$ cat config.mk
export PLATFORM = sky130hd
export DESIGN_NAME = deadline_timer_table
export DESIGN_NICKNAME = d
export VERILOG_FILES = /design/src/hw/rtl/dtt_pkg.sv /design/src/hw/rtl/deadline_timer_table.sv
export SDC_FILE = /design/constraint.sdc
export NUM_CORES = 2
export LEC_CHECK = 0
export BUFFER_PORTS_ARGS = -buffer_cell sky130_fd_sc_hd__buf_2
export CAP_MARGIN = 25
export CORE_MARGIN = 2
export CORE_UTILIZATION = 65
export CTS_CLUSTER_DIAMETER = 30
export DETAILED_ROUTE_END_ITERATION = 8
export GPL_TIMING_DRIVEN = 0
export MAX_ROUTING_LAYER = met4
export PLACE_DENSITY = 0.85
export REMOVE_ABC_BUFFERS = 1
export SETUP_SLACK_MARGIN = 0.1
export SYNTH_ARGS = -nofsm -noshare
export SYNTH_HDL_FRONTEND = slang
export SYNTH_SLANG_ARGS = --single-unit
$ cat constraint.sdc
create_clock -name clk_i -period 19 [get_ports clk_i]
set_input_delay 3.8 -clock clk_i [delete_from_list [all_inputs] [get_ports clk_i]]
set_output_delay 3.8 -clock clk_i [all_outputs]
set_load 0.01 [all_outputs]
$ cat src/hw/rtl/dtt_pkg.sv
// ----------------------------------------------------------------------------
// dtt_pkg
// Shared widths, op codes and types of the deadline timer table.
// ----------------------------------------------------------------------------
package dtt_pkg;

  localparam int unsigned NUM_EVENTS_DEF = 32;
  localparam int unsigned MAX_RESULTS    = 32;
  localparam int unsigned CNT_W          = $clog2(MAX_RESULTS + 1);

  localparam int unsigned OP_W    = 3;
  localparam int unsigned ID_W    = 5;
  localparam int unsigned DELAY_W = 31;
  localparam int unsigned TIME_W  = 32;
  localparam int unsigned WIN_W   = 16;

  localparam logic [WIN_W-1:0]  LAZY_RESET = 16'd300;
  localparam logic [TIME_W-1:0] SIGN_BIT   = 32'h8000_0000;

  localparam logic [OP_W-1:0] OP_ARM    = 3'd0;
  localparam logic [OP_W-1:0] OP_DISARM = 3'd1;
  localparam logic [OP_W-1:0] OP_EXPIRE = 3'd2;
  localparam logic [OP_W-1:0] OP_QNEXT  = 3'd3;
  localparam logic [OP_W-1:0] OP_QBUSY  = 3'd4;

  typedef struct packed {
    logic               expired;
    logic [ID_W-1:0]    expired_id;
    logic [DELAY_W-1:0] wait_ms;
    logic               infinite;
    logic               busy_res;
    logic               last;
  } res_t;

endpackage

$ cat src/hw/rtl/deadline_timer_table.sv
// ----------------------------------------------------------------------------
// deadline_timer_table
// Per-event deadline table in a one-port-read synchronous RAM, scanned one
// slot per cycle for the earliest deadline.
// Arm of an already armed slot passes through S_ARM_CHK; disarm clears the bit.
// Query next / query busy: one scan over all slots, then the result word.
// Expire: one scan per expired event plus one (none extra at the result cap),
// then S_FLUSH for the final word; one input word in flight.
// Reset clears the armed bits and loads the lazy window with 300; no RAM sweep.
// ----------------------------------------------------------------------------
module deadline_timer_table import dtt_pkg::*; #(
  parameter int unsigned NUM_EVENTS = NUM_EVENTS_DEF
) (
  input  logic               clk_i,
  input  logic               rst_ni,
  input  logic               cfg_we_i,
  input  logic [WIN_W-1:0]   cfg_wdata_i,
  input  logic               in_valid_i,
  output logic               in_stall_o,
  input  logic [OP_W-1:0]    op_i,
  input  logic [ID_W-1:0]    event_id_i,
  input  logic [DELAY_W-1:0] delay_ms_i,
  input  logic               cancelable_i,
  input  logic [TIME_W-1:0]  now_ms_i,
  output logic               out_valid_o,
  input  logic               out_stall_i,
  output logic               expired_o,
  output logic [ID_W-1:0]    expired_id_o,
  output logic [DELAY_W-1:0] wait_ms_o,
  output logic               infinite_o,
  output logic               busy_res_o,
  output logic               last_o
);

  localparam int unsigned IW = (NUM_EVENTS > 1) ? $clog2(NUM_EVENTS) : 1;
  localparam logic [IW-1:0] LAST_IDX = IW'(NUM_EVENTS - 1);

  localparam logic [2:0] S_IDLE    = 3'd0;
  localparam logic [2:0] S_ARM_CHK = 3'd1;
  localparam logic [2:0] S_SCAN    = 3'd2;
  localparam logic [2:0] S_EMIT    = 3'd3;
  localparam logic [2:0] S_FLUSH   = 3'd4;

  logic [2:0]            state_q, state_d;
  logic [WIN_W-1:0]      lazy_q;
  logic [NUM_EVENTS-1:0] armed_q, armed_d;
  logic [NUM_EVENTS-1:0] mcan_q;

  logic [OP_W-1:0]       op_q;
  logic [IW-1:0]         slot_q;
  logic [TIME_W-1:0]     key_q;
  logic [TIME_W-1:0]     now_q;

  logic [TIME_W-1:0]     dl_mem [NUM_EVENTS];
  logic                  rd_en;
  logic [IW-1:0]         rd_addr;
  logic [TIME_W-1:0]     rd_data_q;
  logic                  wr_en;
  logic [IW-1:0]         wr_addr;
  logic [TIME_W-1:0]     wr_data;

  logic [IW-1:0]         idx_q, idx_d;
  logic                  iss_done_q, iss_done_d;
  logic                  rd_vld_q;
  logic [IW-1:0]         rd_idx_q;
  logic                  best_vld_q, best_vld_d;
  logic [IW-1:0]         best_idx_q, best_idx_d;
  logic [TIME_W-1:0]     best_diff_q, best_diff_d;
  logic                  busy_acc_q, busy_acc_d;
  logic                  pend_vld_q, pend_vld_d;
  logic [IW-1:0]         pend_id_q, pend_id_d;
  logic [CNT_W-1:0]      cnt_q, cnt_d;

  logic                  out_vld_q;
  res_t                  res_q, res_d;
  logic                  out_load;
  logic                  out_free;

  logic                  in_acc;
  logic                  id_ok;
  logic [IW-1:0]         in_slot;
  logic                  mcan_we;
  logic [TIME_W-1:0]     arm_diff;
  logic [TIME_W-1:0]     arm_mag;
  logic                  arm_keep;
  logic [TIME_W-1:0]     scan_diff;
  logic                  scan_better;
  logic                  best_due;

  assign in_stall_o = (state_q != S_IDLE);
  assign in_acc     = in_valid_i && !in_stall_o;
  assign id_ok      = (32'(event_id_i) < NUM_EVENTS);
  assign in_slot    = IW'(event_id_i);
  assign out_free   = !out_vld_q || !out_stall_i;

  assign arm_diff = key_q - rd_data_q;
  assign arm_mag  = arm_diff[TIME_W-1] ? (TIME_W'(0) - arm_diff) : arm_diff;
  assign arm_keep = (arm_mag < {{(TIME_W-WIN_W){1'b0}}, lazy_q});

  // sign flip turns the signed difference order into an unsigned one
  assign scan_diff   = rd_data_q - now_q;
  assign scan_better = !best_vld_q || ((scan_diff ^ SIGN_BIT) < (best_diff_q ^ SIGN_BIT));
  assign best_due    = best_vld_q && ((best_diff_q == '0) || best_diff_q[TIME_W-1]);

  always_comb begin
    state_d     = state_q;
    armed_d     = armed_q;
    idx_d       = idx_q;
    iss_done_d  = iss_done_q;
    best_vld_d  = best_vld_q;
    best_idx_d  = best_idx_q;
    best_diff_d = best_diff_q;
    busy_acc_d  = busy_acc_q;
    pend_vld_d  = pend_vld_q;
    pend_id_d   = pend_id_q;
    cnt_d       = cnt_q;
    rd_en       = 1'b0;
    rd_addr     = idx_q;
    wr_en       = 1'b0;
    wr_addr     = slot_q;
    wr_data     = key_q;
    mcan_we     = 1'b0;
    out_load    = 1'b0;
    res_d       = '0;
    case (state_q)
      S_IDLE: begin
        if (in_acc) begin
          case (op_i)
            OP_ARM: begin
              if (id_ok) begin
                mcan_we = 1'b1;
                if (armed_q[in_slot]) begin
                  rd_en   = 1'b1;
                  rd_addr = in_slot;
                  state_d = S_ARM_CHK;
                end else begin
                  wr_en            = 1'b1;
                  wr_addr          = in_slot;
                  wr_data          = now_ms_i + {1'b0, delay_ms_i};
                  armed_d[in_slot] = 1'b1;
                end
              end
            end
            OP_DISARM: begin
              if (id_ok) begin
                armed_d[in_slot] = 1'b0;
              end
            end
            OP_EXPIRE, OP_QNEXT, OP_QBUSY: begin
              state_d    = S_SCAN;
              idx_d      = '0;
              iss_done_d = 1'b0;
              best_vld_d = 1'b0;
              busy_acc_d = 1'b0;
              pend_vld_d = 1'b0;
              cnt_d      = '0;
            end
            default: ;
          endcase
        end
      end
      S_ARM_CHK: begin
        state_d = S_IDLE;
        wr_en   = !arm_keep;
      end
      S_SCAN: begin
        rd_en = !iss_done_q;
        if (rd_en) begin
          idx_d      = idx_q + 1'b1;
          iss_done_d = (idx_q == LAST_IDX);
        end
        if (rd_vld_q) begin
          if (armed_q[rd_idx_q] && scan_better) begin
            best_vld_d  = 1'b1;
            best_idx_d  = rd_idx_q;
            best_diff_d = scan_diff;
          end
          if (armed_q[rd_idx_q] && !mcan_q[rd_idx_q]) begin
            busy_acc_d = 1'b1;
          end
          if (rd_idx_q == LAST_IDX) begin
            state_d = S_EMIT;
          end
        end
      end
      S_EMIT: begin
        if (out_free) begin
          case (op_q)
            OP_QNEXT: begin
              out_load       = 1'b1;
              res_d.infinite = !best_vld_q;
              res_d.wait_ms  = (best_vld_q && !best_diff_q[TIME_W-1]) ?
                               best_diff_q[DELAY_W-1:0] : '0;
              res_d.last     = 1'b1;
              state_d        = S_IDLE;
            end
            OP_QBUSY: begin
              out_load       = 1'b1;
              res_d.busy_res = busy_acc_q;
              res_d.last     = 1'b1;
              state_d        = S_IDLE;
            end
            default: begin
              if (best_due) begin
                // hold the newest hit back until we know whether it is the last
                armed_d[best_idx_q] = 1'b0;
                if (pend_vld_q) begin
                  out_load         = 1'b1;
                  res_d.expired    = 1'b1;
                  res_d.expired_id = ID_W'(pend_id_q);
                end
                pend_vld_d = 1'b1;
                pend_id_d  = best_idx_q;
                cnt_d      = cnt_q + 1'b1;
                if (cnt_d == CNT_W'(MAX_RESULTS)) begin
                  state_d = S_FLUSH;
                end else begin
                  state_d    = S_SCAN;
                  idx_d      = '0;
                  iss_done_d = 1'b0;
                  best_vld_d = 1'b0;
                end
              end else begin
                state_d = S_FLUSH;
              end
            end
          endcase
        end
      end
      S_FLUSH: begin
        if (out_free) begin
          out_load         = 1'b1;
          res_d.expired    = pend_vld_q;
          res_d.expired_id = pend_vld_q ? ID_W'(pend_id_q) : '0;
          res_d.last       = 1'b1;
          pend_vld_d       = 1'b0;
          state_d          = S_IDLE;
        end
      end
      default: begin
        state_d = S_IDLE;
      end
    endcase
  end

  always_ff @(posedge clk_i or negedge rst_ni) begin
    if (!rst_ni) begin
      state_q    <= S_IDLE;
      lazy_q     <= LAZY_RESET;
      armed_q    <= '0;
      idx_q      <= '0;
      iss_done_q <= 1'b0;
      rd_vld_q   <= 1'b0;
      best_vld_q <= 1'b0;
      busy_acc_q <= 1'b0;
      pend_vld_q <= 1'b0;
      cnt_q      <= '0;
      out_vld_q  <= 1'b0;
    end else begin
      state_q    <= state_d;
      armed_q    <= armed_d;
      idx_q      <= idx_d;
      iss_done_q <= iss_done_d;
      rd_vld_q   <= rd_en && (state_q == S_SCAN);
      best_vld_q <= best_vld_d;
      busy_acc_q <= busy_acc_d;
      pend_vld_q <= pend_vld_d;
      cnt_q      <= cnt_d;
      if (cfg_we_i) begin
        lazy_q <= cfg_wdata_i;
      end
      if (out_load) begin
        out_vld_q <= 1'b1;
      end else if (!out_stall_i) begin
        out_vld_q <= 1'b0;
      end
    end
  end

  always_ff @(posedge clk_i) begin
    if (in_acc) begin
      op_q   <= op_i;
      slot_q <= in_slot;
      key_q  <= now_ms_i + {1'b0, delay_ms_i};
      now_q  <= now_ms_i;
    end
    if (mcan_we) begin
      mcan_q[in_slot] <= cancelable_i;
    end
    rd_idx_q    <= idx_q;
    best_idx_q  <= best_idx_d;
    best_diff_q <= best_diff_d;
    pend_id_q   <= pend_id_d;
    if (out_load) begin
      res_q <= res_d;
    end
  end

  // deadline RAM, registered read
  always_ff @(posedge clk_i) begin
    if (wr_en) begin
      dl_mem[wr_addr] <= wr_data;
    end
    if (rd_en) begin
      rd_data_q <= dl_mem[rd_addr];
    end
  end

  assign out_valid_o  = out_vld_q;
  assign expired_o    = res_q.expired;
  assign expired_id_o = res_q.expired_id;
  assign wait_ms_o    = res_q.wait_ms;
  assign infinite_o   = res_q.infinite;
  assign busy_res_o   = res_q.busy_res;
  assign last_o       = res_q.last;

endmodule

# Word-level counts from Yosys, hierarchy flattened
# Memory sizes are Yosys's and may differ from the RTL's. A register that Yosys moved wholly into a read port is not among the register bits.
# Cells that the tools add are included.
[word_totals] ff_bits=259 ramBits=1024 input_bits=93 output_inout_bits=42 wordCells=228 memories=1
[mem_list] name="dl_mem" depth=32 width=32 read_ports=1 rd_clocked_by_memory_dff=1 wr=1 line_no="deadline_timer_table.sv:54" text="logic [TIME_W-1:0] dl_mem [NUM_EVENTS];"
[classes] add_sub_neg=6 order_cmp=7 n_eq_ne=30 muxes=108 n_bitwise=8 reduce_logical=42
[ops] operator="2-to-1 mux 32 bit" count=11
[ops] operator="case mux 32 bit (2 select lines)" count=2
[ops] operator="2-to-1 mux 5 bit" count=16
[ops] operator="AND 32 bit" count=2
[ops] operator="inverter 32 bit" count=2
[ops] operator="subtractor 32 bit" count=2
[ops] operator="2-to-1 mux 6 bit" count=9
[ops] operator="2-to-1 mux 1 bit" count=40
[ops] operator="2-to-1 mux 40 bit" count=1
[ops] operator="adder 32 x 31 -> 32 bit" count=1
[ops] operator="bitwise mux 32 bit" count=1
[ops] operator="zero test 32 bit" count=1
[ops] operator="< comparator 32 x 16 -> 1 bit" count=1
[ops] operator="< comparator 32 bit" count=1
[ops] operator="OR 32 bit" count=1
[ops] operator="subtractor 1 x 32 -> 32 bit, first input constant" count=1
[ops] operator="2-to-1 mux 31 bit" count=1
[ops] operator="AND reduction 7 bit" count=4
[ops] operator="2-to-1 mux 3 bit" count=9
[ops] operator="case mux 6 bit (2 select lines)" count=2
[ops] operator="inequality test 2 bit, second input constant" count=11
[ops] operator="< comparator 5 x 6 -> 1 bit, second input constant" count=3
[ops] operator="binary-select mux 1 bit (select 5 bit)" count=3
[ops] operator="== test 3 x 2 -> 1 bit, second input constant" count=5
[ops] operator="31 further kinds" count=71

# Logic depth before layout (Yosys ltp)
[depth] word_depth=10 depth_mapped=28 mapped_depth_nobuf=28

# Worst setup path before layout
# OpenSTA, ideal clock, no wires.
[synth_path] kind="in2reg" from="input port in_valid_i" to="register rd_data_q[0], read port of dl_mem (enable)" setup_ns=0.470 arrival_time_ns=10.436 required_ns=18.530 path_slack_ns=8.094 path_stages=6 n_path_buf=1 cell_sequence="inv_1 -> nor2_1 -> nand2_1 -> or2_1 -> buf_2 -> a21boi_0"
[synth_via] elab_chain_cells=3 word_cells_on_any_way=5 cone_classes="mux: 4; reduce/logical: 1"
[synth_lines] item="start, declared" line_no="deadline_timer_table.sv:18" text="input logic in_valid_i,"
[synth_lines] item="logical AND 1 bit" line_no="deadline_timer_table.sv:91" text="assign in_acc = in_valid_i && !in_stall_o;"
[synth_lines] item="via in_acc" line_no="deadline_timer_table.sv:79" text="logic in_acc;"
[synth_lines] item="2-to-1 mux 1 bit" line_no="deadline_timer_table.sv:127" text="if (in_acc) begin"
[synth_lines] item="case mux 1 bit (2 select lines)" line_no="deadline_timer_table.sv:125" text="case (state_q)"
[synth_lines] item="via rd_en" line_no="deadline_timer_table.sv:55" text="logic rd_en;"
[synth_lines] item="end, declared" line_no="deadline_timer_table.sv:57" text="logic [TIME_W-1:0] rd_data_q;"
# The timed path passes the listed nets, and every way through them passes these cells.
# A chain may end at the register's enable or synchronous reset.

# Worst setup path in the final report
[layout_path] from="input port event_id_i[0]" to="memory dl_mem[1][18] (enable)"
[layout_via] elab_chain_cells=8 word_cells_on_any_way=12 cone_classes="mux: 12"
[layout_lines] item="start, declared" line_no="deadline_timer_table.sv:21" text="input logic [ID_W-1:0] event_id_i,"
[layout_lines] item="binary-select mux 1 bit (select 5 bit)" line_no="deadline_timer_table.sv:132" text="if (armed_q[in_slot]) begin"
[layout_lines] item="2-to-1 mux 1 bit (not written as such)" line_no="deadline_timer_table.sv:132"
[layout_lines] item="2-to-1 mux 1 bit" line_no="deadline_timer_table.sv:132"
[layout_lines] item="2-to-1 mux 1 bit" line_no="deadline_timer_table.sv:128" text="case (op_i)"
[layout_lines] item="2-to-1 mux 1 bit" line_no="deadline_timer_table.sv:127"
[layout_lines] item="case mux 1 bit (2 select lines)" line_no="deadline_timer_table.sv:125"
[layout_lines] item="2-to-1 mux 1 bit" line_no="deadline_timer_table.sv:301" text="if (wr_en) begin"
[layout_lines] item="2-to-1 mux 1 bit (not written as such)" line_no="deadline_timer_table.sv:302" text="dl_mem[wr_addr] <= wr_data;"
[layout_lines] item="end, declared" line_no="deadline_timer_table.sv:54"
# Parallel ways exist; a longest one is shown, timed or not. The select of a mux whose other input is x is not followed.

==> run_results.csv <==
group,metric,value,unit
timing,skew,0.0417,ns
setup_path,worstPathArrival,9.89,ns
global_route,grt_pass1_vias,41807,
clocking,ctsResizeCount,0,
power,p_per_area,159,nW/um2
setup_path,start_kind,"input pin",
floorplan,io_pins,135,
global_route,track_usage,44.5,%
clocking,cts_buffers,209,
setup_path,cp_max_fo,64,
drt,drt_pre_antenna_iters,9,
layout,stdcell_area,70900,um2
floorplan,core,88800,um2
layout,areaGrowthSynthToFinish,21.3,%
timing,max_freq,107,MHz
synthesis,postSynth.asyncResetShare,5.17,%
floorplan,start_util,65.9,%
setup_path,end_kind,"register",
hold_path,hold_start,"idx_q[1]",
layout,final_common_cell,"edfxtp_1",
layout,nets,4408,
timing,setup_violations,0,
setup_path,r2r_start,"rd_data_q[3]",
power,p_leak,0.0255,uW
global_route,antenna_found_initial,18,
timing,maxSlewHeadroom,7.20,%
setup_path,rr_worst_depth,28,
timing,rsz0062_at_grt,"false",
clocking,clk_pin_slew,0.05,ns
global_route,grt_pass1_wl,284000,um
global_route,grt_use_met2,64.7,%
run_status,violations,"design-rule violations",
drt,drt-total-wl,210000,um
timing,fin_crit,9.37,ns
power,ir_drop,0.108,mV
drt,avgViaCountPerCell,7.65,
layout,fillers,3958,
synthesis,synth_warnings,0,
floorplan,rows,109,
hold_path,min_path_type,"register to register",
hold_path,whs_endpoint,"rd_idx_q[1]",
drt,drt_iter0_markers,8693,
synthesis,ys_ff_latch,1315,
clocking,cts_hold_buf,0,
floorplan,dieWidth,304,um
synthesis,synth_area,58500,um2
drt,wire_per_inst,37.9,um
timing,hold_viol,0,
global_route,busiest_layer,"met2",
timing,tns,0,ns
run_status,run_status,"finished with violations",
floorplan,die_area,92400,um2
synthesis,postSynthCellCount,3854,
timing,tightest_slew,1.38,ns
global_route,grt-ovfl-total,0,
setup_path,r2r_end,"dl_mem[1][18]",
global_route,grt_start_max_net_pins,66,
place,portBuffers,134,
clocking,cts_tree,"yes",
synthesis,synth.distinct_cells,106,
drt,ant_nets,0,
floorplan,die_y,304,um
drt,num_vias,42380,
drt,post-route-drc-count,19,
flow_run,maxCapViolations,0,
timing,drv_slew,0,
setup_path,regToRegSetupSlack,11.10,ns
clocking,post_cts.repair.setup_buffers,0,
setup_path,crit_type,"input pin to register",
clocking,clock_sinks,1315,
place,dpl_cell_area,63300,um2
place,place_hpwl,114000,um
clocking,cts_buffer_depth,3,
clocking,h-tree-depth,4,
clocking,clock_latency,0.84,ns
synthesis,yosysSeqAreaShare,66.9,%
synthesis,postSynthAreaPerCell,15.2,um2
global_route,grt_util_met3,15.7,%
clocking,root_buffer,"clkbuf_16",
synthesis,ys.flop_type,"edfxtp_1",
hold_path,holdPathStages,0,
place,globalplace.congestion,0.949,
synthesis,synth_edf_count,1242,
layout,drive_above_1_share,23.7,%
timing,fin_crit_sh,49.3,%
setup_path,cp.required,19.52,ns
layout,layout_common_cells,"edfxtp_1, nand2_1, mux4_2",
global_route,use_met1,51.1,%
[cell type report]
type | instances | area, um2 | area share [%]
multi-input cells | 2225 | 18600 | 26.3
repair buffers | 270 | 3870 | 5.46
inverters | 147 | 552 | 0.778
clock inverters | 163 | 1870 | 2.63
diodes | 20 | 50.0 | 0.0706
well taps | 1165 | 1460 | 2.06
flip-flops and latches | 1315 | 39100 | 55.1
clock buffers | 233 | 5380 | 7.59
[registers in the layout, summed over array words and instances (netlist names), 6 cells and up, named ones only]
signal	cells
best_diff_q	32
rd_data_q	32
dl_mem	1024
cnt_q	6
now_q	32
wait_ms_o	31
mcan_q	32
lazy_q	16
key_q	32
[critical path, stage by stage]
cell,delay (ns)
buf_2,0.45
mux4_2,0.63
a22oi_1,0.27
and4_1,0.37
nand3_4,0.71
inv_2,1.20
a22oi_2,0.62
a21oi_4,1.19
buf_16,0.28
buf_16,0.20
[power by group]
group          internal [uW]  total, uW  switching, uW
registers               3550       3700            146
clock network           2410       3980           1570
logic                   1400       3610           2220
[cell families (layout without fill, tap and decap cells)]
group                    count (synthesis)  in the layout  share of synthesized area (%)
buffers and inverters                  314            813                           2.14
AND/OR/NAND/NOR                       1069           1069                           8.51
XOR/XNOR                                91             91                           1.40
flip-flops                            1315           1315                           66.9
other                                    0             20                              0
adder cells (fa/ha/maj)                147            147                           3.18
AO/OA/AOI/OAI                          608            608                           6.64
multiplexers                           310            310                           11.2
[synthesized netlist by cell type, drive strengths merged (17+ instances only)]
library cell / count / area (um2)
nor3: 39 / 200
dfrtp: 64 / 1600
clkbuf: 92 / 347
a21o: 47 / 353
o21ai: 209 / 1090
and2: 49 / 309
nor4: 18 / 128
nand3: 201 / 1010
mux4: 276 / 6220
mux2i: 18 / 180
nor2: 149 / 562
edfxtp: 1242 / 37300
nand4: 17 / 106
nand2: 481 / 1810
inv: 146 / 548
a21oi: 164 / 825
o21a: 36 / 270
xor2: 29 / 254
nand2b: 25 / 156
nor2b: 22 / 138
xnor2: 62 / 562
a31oi: 18 / 113
ha: 144 / 1800
buf: 75 / 352
[routing by layer]
| metal | vias up | routed length [um] |
|---|---|---|
| li1 | 15649 | - |
| met1 | 20052 | 61100 |
| met2 | 4971 | 91200 |
| met3 | 1708 | 35800 |
| met4 | 0 | 21900 |
| met5 | - | 0 |
[metrics by stage]
| stage | instances | hold slack [ns] | power, uW | setup WS (ns) | util [%] |
|---|---|---|---|---|---|
| after global placement | 4986 | 0.442 | 7400 | -27.45 | 67.5 |
| after CTS | 5504 | 0.491 | 11000 | 9.96 | 79.5 |
| after floorplan | 3687 | 0.394 | 6550 | -14.79 | - |
| final | 5538 | 0.507 | 11300 | 9.63 | 79.9 |
| after detailed placement | 5108 | 0.487 | 6950 | 9.23 | 71.3 |
| after global routing | 5538 | 0.513 | 11500 | 9.62 | 79.9 |
[worst max-delay path by stage]
stage          cells after the start             to  slack [ns]           from
2_1_floorplan                     10   rd_data_q[0]      -14.79     in_valid_i
3_3_place_gp                      11   rd_data_q[4]      -27.45     in_valid_i
3_5_place_dp                      20  rd_data_q[17]        9.23  event_id_i[0]
4_1_cts                           20  rd_data_q[13]        9.96  event_id_i[0]
5_1_grt                           20  rd_data_q[18]        9.62  event_id_i[0]
6_report                          10  dl_mem[1][18]        9.63  event_id_i[0]
Note: power is estimated with default switching activity, not from simulation.
